`src/rtl/core/rsem_pkg.sv`:
```
// Shared constants, codes and control types of the RGB Sobel edge magnitude block.
package rsem_pkg;

  // Line store depth; must be a power of two
  localparam int MAX_WIDTH  = 1024;
  localparam int MAX_HEIGHT = 4096;

  localparam int COL_W  = $clog2(MAX_WIDTH);
  localparam int EW_W   = $clog2(MAX_WIDTH + 1);
  localparam int PEND_W = $clog2(MAX_WIDTH + 2);

  // Fixed field widths
  localparam int CFG_W_W   = 11;
  localparam int CFG_H_W   = 13;
  localparam int CFG_D_W   = 13;
  localparam int CFG_IDX_W = 1;
  localparam int ROW_W     = 13;
  localparam int PIX_W     = 16;
  localparam int ABS_W     = 18;
  localparam int RAD_W     = 38;
  localparam int ROOT_W    = RAD_W / 2;
  localparam int SQ_STEPS  = RAD_W / 2;
  localparam int SQ_CNT_W  = $clog2(SQ_STEPS);

  // Luma weights, 0.299 / 0.587 / 0.114 in 16-bit fixed point
  localparam int GRAY_R = 19595;
  localparam int GRAY_G = 38470;
  localparam int GRAY_B = 7471;

  localparam logic OP_PIXEL = 1'b0;
  localparam logic OP_FLUSH = 1'b1;

  localparam logic [CFG_IDX_W-1:0] REG_FRAME_WIDTH  = 1'b0;
  localparam logic [CFG_IDX_W-1:0] REG_FRAME_HEIGHT = 1'b1;

  // Controller to datapath commands
  typedef struct packed {
    logic load_in;
    logic step;
    logic src_flush;
    logic repl;
    logic sq_x;
    logic sq_y;
    logic out_load;
    logic is_flush;
  } rsem_cmd_t;

  // Datapath to controller status
  typedef struct packed {
    logic pend_zero;
    logic emit;
    logic repl_case;
    logic sq_busy;
    logic slot_free;
  } rsem_status_t;

endpackage

```
`src/rtl/core/rsem_ctrl.sv`:
```
// Controller: sequences one pixel or flush transfer through the datapath.
module rsem_ctrl
  import rsem_pkg::*;
(
  input  logic         clk,
  input  logic         rst_n,
  input  logic         in_valid,
  input  logic         in_operation,
  output logic         in_stall,
  input  rsem_status_t status,
  output rsem_cmd_t    cmd
);

  typedef enum logic [2:0] {
    ST_IDLE, ST_PROC, ST_FLUSH, ST_FL_WAIT, ST_SQX, ST_SQY, ST_ROOT, ST_OUT
  } state_t;

  state_t state_r, state_nxt;
  logic   stall_r;
  logic   flush_r, flush_nxt;
  logic   accept;

  assign accept = in_valid && !stall_r && (state_r == ST_IDLE);

  // Next state and commands
  always_comb begin
    state_nxt     = state_r;
    flush_nxt     = flush_r;
    cmd           = '0;
    cmd.is_flush  = flush_r;
    unique case (state_r)
      ST_IDLE: begin
        cmd.load_in = accept;
        if (accept) begin
          flush_nxt = (in_operation == OP_FLUSH);
          if (in_operation == OP_FLUSH) begin
            if (!status.pend_zero) state_nxt = ST_FLUSH;
          end else begin
            if (status.pend_zero) state_nxt = ST_PROC;
          end
        end
      end
      ST_PROC: begin
        cmd.step  = 1'b1;
        state_nxt = status.emit ? ST_SQX : ST_IDLE;
      end
      ST_FLUSH: begin
        if (status.repl_case) begin
          cmd.repl  = 1'b1;
          state_nxt = ST_SQX;
        end else begin
          cmd.step      = 1'b1;
          cmd.src_flush = 1'b1;
          state_nxt     = status.emit ? ST_SQX : ST_FL_WAIT;
        end
      end
      // column moved on: wait for the line store read
      ST_FL_WAIT: state_nxt = ST_FLUSH;
      ST_SQX: begin
        cmd.sq_x  = 1'b1;
        state_nxt = ST_SQY;
      end
      ST_SQY: begin
        cmd.sq_y  = 1'b1;
        state_nxt = ST_ROOT;
      end
      ST_ROOT: begin
        if (!status.sq_busy) state_nxt = ST_OUT;
      end
      ST_OUT: begin
        if (status.slot_free) begin
          cmd.out_load = 1'b1;
          state_nxt    = ST_IDLE;
        end
      end
      default: state_nxt = ST_IDLE;
    endcase
  end

  always_ff @(posedge clk) begin
    if (!rst_n) begin
      state_r <= ST_IDLE;
      stall_r <= 1'b1;
      flush_r <= 1'b0;
    end else begin
      state_r <= state_nxt;
      stall_r <= (state_nxt != ST_IDLE);
      flush_r <= flush_nxt;
    end
  end

  assign in_stall = stall_r;

endmodule

```
`config.mk`:
```
export PLATFORM = sky130hd
export DESIGN_NAME = rsem_ctrl
export DESIGN_NICKNAME = d
export VERILOG_FILES = /design/src/rtl/core/rsem_pkg.sv /design/src/rtl/core/rsem_ctrl.sv
export SDC_FILE = /design/constraint.sdc
export NUM_CORES = 1
export LEC_CHECK = 0
export BUFFER_PORTS_ARGS = -buffer_cell sky130_fd_sc_hd__buf_4
export CAP_MARGIN = 25
export CORE_AREA = 2 2 39 41
export CTS_CLUSTER_SIZE = 8
export DETAILED_ROUTE_END_ITERATION = 10
export DIE_AREA = 0 0 41 43
export PLACE_DENSITY_LB_ADDON = 0.08
export SLEW_MARGIN = 20
export SYNTH_ARGS = -nofsm -noshare
export SYNTH_HDL_FRONTEND = slang
export SYNTH_SLANG_ARGS = --single-unit
```
`constraint.sdc`:
```
create_clock -name clk -period 1.75 [get_ports clk]
set_input_delay 0.175 -clock clk [delete_from_list [all_inputs] [get_ports clk]]
set_output_delay 0.175 -clock clk [all_outputs]
set_load 0.1 [all_outputs]
```
# Word-level counts from Yosys, hierarchy flattened

Index checks and enable logic that the tools add are counted.

Output and inout bits: 9
Word-level logic and storage cells: 35
Bits in registers: 5

Equality and inequality tests: 7
Reduce and logical (&&, ||, !) cells: 6
Multiplexer cells: 19

Operators with widths:

| kind                                          | number |
|---|---|
| two-way mux 3 bit                             | 9 |
| case mux 3 bit (8 select lines)               | 1 |
| == test 3 bit, second input constant          | 4 |
| == test 3 x 2 -> 1 bit, second input constant | 2 |
| two-way mux 1 bit                             | 6 |
| two-way mux 2 bit                             | 2 |
| == test 3 x 1 -> 1 bit, second input constant | 1 |
| logical NOT 3 bit                             | 1 |
| nonzero test 3 bit                            | 1 |
| logical AND 1 bit                             | 2 |
| case mux 1 bit (2 select lines)               | 1 |
| AND reduction 2 bit                           | 1 |
| logical NOT 1 bit                             | 1 |

# Longest topological paths before layout

Gate-level depths: netlist of run 1.

Depth in word-level cells: 6
Gate-level depth with buffers: 5

# Worst setup path before layout of run 1

Ideal clock, no wire load.

Path kind: reg2out
From: register state_r[1]
To: output cmd[4] (netlist bit)
Arrival: 2880 ps
Path slack: -1305 ps
Cell stages (with the launch flop): 4
Required time: 1575 ps
Path through: dfxtp_1 buf_2 nand2b_1 nor3b_1

RTL lines:

| element                  | RTL line        | text |
|---|---|---|
| start: declaration       | rsem_ctrl.sv:18 | `state_t state_r, state_nxt;` |
| start signal: assignment | rsem_ctrl.sv:86 | `state_r <= state_nxt;` |
| end: declaration         | rsem_ctrl.sv:11 | `output rsem_cmd_t cmd` |

==> results of run 1 <==
## sequential cells by signal, indices dropped and copies added, names as in the netlist
name / flops
state_r: 3
in_stall: 1
flush_r: 1
## per-stage QoR
| stage | total power, mW | hold WS, ns |
|---|---|---|
| 6_report | 0.670 | 0.177 |
| 5_1_grt | 0.710 | 0.178 |
| 4_1_cts | 0.679 | 0.171 |
| 3_5_place_dp | 0.541 | 0.422 |
| 3_3_place_gp | 0.542 | 0.422 |
| 2_1_floorplan | 0.466 | 0.271 |
## where the power goes
part	internal [mW]	switching, mW
clock network	0.0861	0.0463
registers	0.137	0.0277
logic	0.120	0.252
## worst reg2reg max path: stages, from the launching register on
cell,delay [ns]
dfxtp_2,0.38
or4_4,0.57
a21boi_4,0.16
a311oi_2,0.08
nor2b_2,0.12
## what timing repair did
| item | in CTS | in global routing |
|---|---|---|
| setup endpoints to repair | 0 | 2 |
| hold endpoints to repair | 0 | 0 |
| resized for setup | 0 | 2 |
| hold buffers | 0 | 0 |
## Yosys cell counts, drive strengths merged (2+ instances only)
library cell  count  area (um^2)
dfxtp             5          100
nor2b             2         15.0
nand2b            3         18.8
nand2             3         11.3
buf               4         28.8
a311oi            2         23.8
nor2              3         11.3
nor3              2         10.0
inv               3         11.3
a31oi             2         12.5
o21a              2         15.0
nor3b             2         15.0
## layer usage
metal / share of wire [%] / global-route usage (%) / up-vias / wire length [um]
li1: - / - / 201 / -
met1: 46 / 16.5 / 168 / 376
met2: 46 / 15.3 / 11 / 374
met3: 5.8 / 1.57 / 2 / 47
met4: 2.1 / 8.00 / 0 / 17
met5: 0 / 0 / - / 0
## final timing paths
path	depth (start not counted)	endpoint	slack (ns)
max reg2reg	4	state_r[0]	0.39
min reg2reg	2	flush_r	0.53
max	4	cmd[6]	0.11
min	2	state_r[1]	0.18
## area by class of cell
type                            instances  share of cell area, %
Clock buffer                            4                   4.33
Multi-Input combinational cell         33                   48.2
Inverter                                3                   1.86
Tap cell                               16                   3.30
Timing Repair Buffer                   20                   24.7
Sequential cell                         5                   17.5
## logic make-up (layout without fill, tap and decap cells)
kind of cell | after synthesis | after routing | share of synthesized area, %
AO/OA/AOI/OAI | 10 | 10 | 23.3
multiplexers | 1 | 1 | 2.56
AND/OR/NAND/NOR | 22 | 22 | 38.3
buffers and inverters | 7 | 27 | 10.2
flip-flops | 5 | 5 | 25.6
==> results.cfg, run 1 <==
[run_status]
status = finished, final reports clean

[place]
dp_hpwl_um = 681
place_area_um2 = 578
dp_slack_ns = 0.256
dp_cells = 77
gp_congestion = 0.594
port_buffers = 17

[drt]
antenna_left = 0
wl_per_cell_um = 10.1
first_pass_iters = 3
wl_um = 815
vias = 382
drc = 0
first_iter_violations = 2
via_per_inst = 4.72

[logic_synthesis]
syn_nets = 54
ys_seq_area_share_pct = 25.6
synth_edf_count = 0
synth_area_um2 = 392
avgSynthCellArea_um2 = 8.70
synth.distinct_cells = 29
async_flop_share_pct = 0
ys_ff_latch = 5
ys.flop_type = dfxtp_1
synthCells = 45
ys_warn_count = 0

[timing]
setup_tns_ns = 0
clock_skew_ns = 0.00127
rsz0062_at_grt = false
final_max_slew_viol_count = 0
worst_pin_slew_ns = 0.306
setup_viol_count_final = 0
relSlewSlack_pct = 79.4
finalHoldViolCount = 0
post-route-period-util_pct = 93.8
setup_slack_ns = 0.109
period_needed_ns = 1.64
clock.fmax_mhz = 609

[critical_path]
cp-startpoint = state_r[0]
cp_top_family = flip-flops
cp_slowest_cell = dfxtp_2
slowest_delay_ns = 0.38
worstSetupStartpointType = flip-flop
crit_type = reg2out
critical_path_required_ns = 1.57
crit_path_max_fanout = 11
path_cells = nand2b_1 > o21a_1 > nor2_4 > buf_4
worstReg2RegStart = state_r[0]
cp-end-kind = output port
cp.arrival_ns = 1.47
critPathBufInv = 1

[die]
pin_count = 18
die_h_um = 43
die_x_um = 41
start_util_pct = 28.3
die_area_um2 = 1760
rows = 14
core_um2 = 1380

[layout]
area_growth_pct = 55.0
utilization_pct = 43.9
final.fill_count = 160
multiInputGateArea_um2 = 293
most-common-layout-cells = 20 x buf_4, 3 x nand2_1, 3 x clkbuf_4
n_antenna_cell = 0
layout-drive-gt1-share_pct = 60.0
layout.cells.non_filler = 81
layout_commonest_cell = buf_4
register_area_um2 = 106
stdcell_area_um2 = 607
nets = 75

[clocking]
insertion_delay_ns = 0.24
clock_path_buffers = 2
tritoncts = built
clkSinkCount = 5
postCtsSetupRepairBufs = 0
clk_pin_slew_worst_paths_ns = 0.04
htreeDepth = 1
cts_buffers = 3
clock-root-buffer = clkbuf_4

[global_route]
grt_max_degree = 12
grt_use_total_pct = 11.6
first_global_vias = 354
antenna_found_initial = 0
grt_pass1_wl_mm = 1.40
overflow = 0

[worst_hold_path]
hold_start = rst_n
hold_path.class = in2reg

[pwr]
leakage_nw = 0.246
irDropWorstVdd_v = 0.000467
power.density_nw_per_um2 = 1100

[run]
drv_cap = 0
(Power assumes the default switching activity.)
==> inputs of run 2 (changes only) <==
- BUFFER_PORTS_ARGS: -buffer_cell sky130_fd_sc_hd__buf_4 -> -buffer_cell sky130_fd_sc_hd__buf_2
==> results.cfg, run 2 (synthesized netlist as in run 1, its figures left out) <==
[die]
rows = 14
core_um2 = 1380
pin_count = 18
die_x_um = 41
die_area_um2 = 1760
die_h_um = 43
start_util_pct = 28.3

[global_route]
antenna_found_initial = 0
first_global_vias = 345
grt_max_degree = 12
grt_use_total_pct = 11.5
grt_pass1_wl_mm = 1.35
overflow = 0

[layout]
layout_commonest_cell = buf_2
largest_reg_flops = 3
layout-drive-gt1-share_pct = 57.8
n_antenna_cell = 0
most-common-layout-cells = 10 x buf_2, 7 x buf_12, 3 x nand2_1, 3 x clkbuf_4, 3 x dfxtp_1
stdcell_area_um2 = 661
nets = 74
area_growth_pct = 68.7
top_register = state_r
final.fill_count = 135

[critical_path]
cp.arrival_ns = 1.43
cp_slowest_cell = nor4_4
crit_type = reg2out
critical_path_required_ns = 1.57
critPathBufInv = 1
path_cells = nand2b_4 > nor4_4 > buf_12
slowest_delay_ns = 0.49
cp_top_family = simple AND/OR/NAND/NOR gates
cp-end-kind = output port
crit_path_max_fanout = 5
worstSetupStartpointType = flip-flop

[drt]
wl_per_cell_um = 10.0
vias = 374
via_per_inst = 4.68
drc = 0
antenna_left = 0
top_layer = met4
first_pass_iters = 2
dr_wl_met2_um = 373
wl_met3_um = 44
wl_um = 803
wl_met1_um = 371
first_iter_violations = 2

[clocking]
clk_pin_slew_worst_paths_ns = 0.04
tritoncts = built
clock-root-buffer = clkbuf_4
htreeDepth = 1
insertion_delay_ns = 0.23
cts_buffers = 3
clock_path_buffers = 2
holdBufCountCts = 0
clkSinkCount = 5

[run]
drv_cap = 0

[place]
dp_hpwl_um = 675
port_buffers = 17
place_area_um2 = 633
gp_congestion = 0.670

[timing]
setup_viol_count_final = 0
clock.fmax_mhz = 622
rsz0062_at_grt = false
finalHoldViolCount = 0
period_needed_ns = 1.61
relSlewSlack_pct = 67.6
post-route-period-util_pct = 91.8
clock_skew_ns = 0.000968
worst_pin_slew_ns = 0.483
hold_slack_ns = 0.185
final_max_slew_viol_count = 0

[pwr]
leakage_nw = 0.252
power.density_nw_per_um2 = 1050
p_total_uw = 691
irDropWorstVdd_v = 0.000420

[run_status]
status = finished, final reports clean

[worst_hold_path]
hold_path.class = in2reg
## run 2: changes by cell type in the layout (fill, tap and decap cells not counted), sizes merged
cell and delta:
buf -1
## run 2: layout make-up
type                    instances  area, um^2  share of cell area (%)
multi-input cells              33         293                    44.3
clock buffers                   4        26.3                    3.98
well taps                      16        20.0                    3.03
flip-flops and latches          5         105                    15.9
inverters                       3        11.3                    1.70
repair buffers                 19         205                    31.1
## run 2: path summary, 6_finish.rpt
| check | to | cells after the start | slack (ns) | from |
|---|---|---|---|---|
| worst max-delay path | cmd[7] | 3 | 0.14 | in_stall |
| worst min-delay path | in_stall | 2 | 0.18 | rst_n |
| worst max register to register | in_stall | 4 | 0.39 | state_r[0] |
| worst min register to register | flush_r | 2 | 0.53 | flush_r |
## run 2: through the flow
stage | std cells | setup WS (ns) | TNS (ns) | util (%)
2_1_floorplan | 45 | -0.581 | -3.14 | -
3_3_place_gp | 76 | 0.279 | 0 | 45.8
3_5_place_dp | 76 | 0.237 | 0 | 45.8
4_1_cts | 80 | 0.122 | 0 | 47.7
5_1_grt | 80 | 0.0690 | 0 | 47.7
6_report | 80 | 0.143 | 0 | 47.7
## run 2: report_power, final
part / switching (mW) / internal, mW
Clock: 0.0423 / 0.0859
Combinational: 0.260 / 0.140
Sequential: 0.0249 / 0.137
## run 2: metal layers
metal / up-vias / track usage (%)
li1: 198 / -
met1: 165 / 16.2
met2: 9 / 14.1
met3: 2 / 2.09
met4: 0 / 10.0
met5: - / 0
## run 2: what timing repair did
action | CTS | global route
setup buffers | 0 | 0
endpoints found under the setup margin | 1 | 0
endpoints found under the hold margin | 0 | 0
resized for setup | 1 | 0
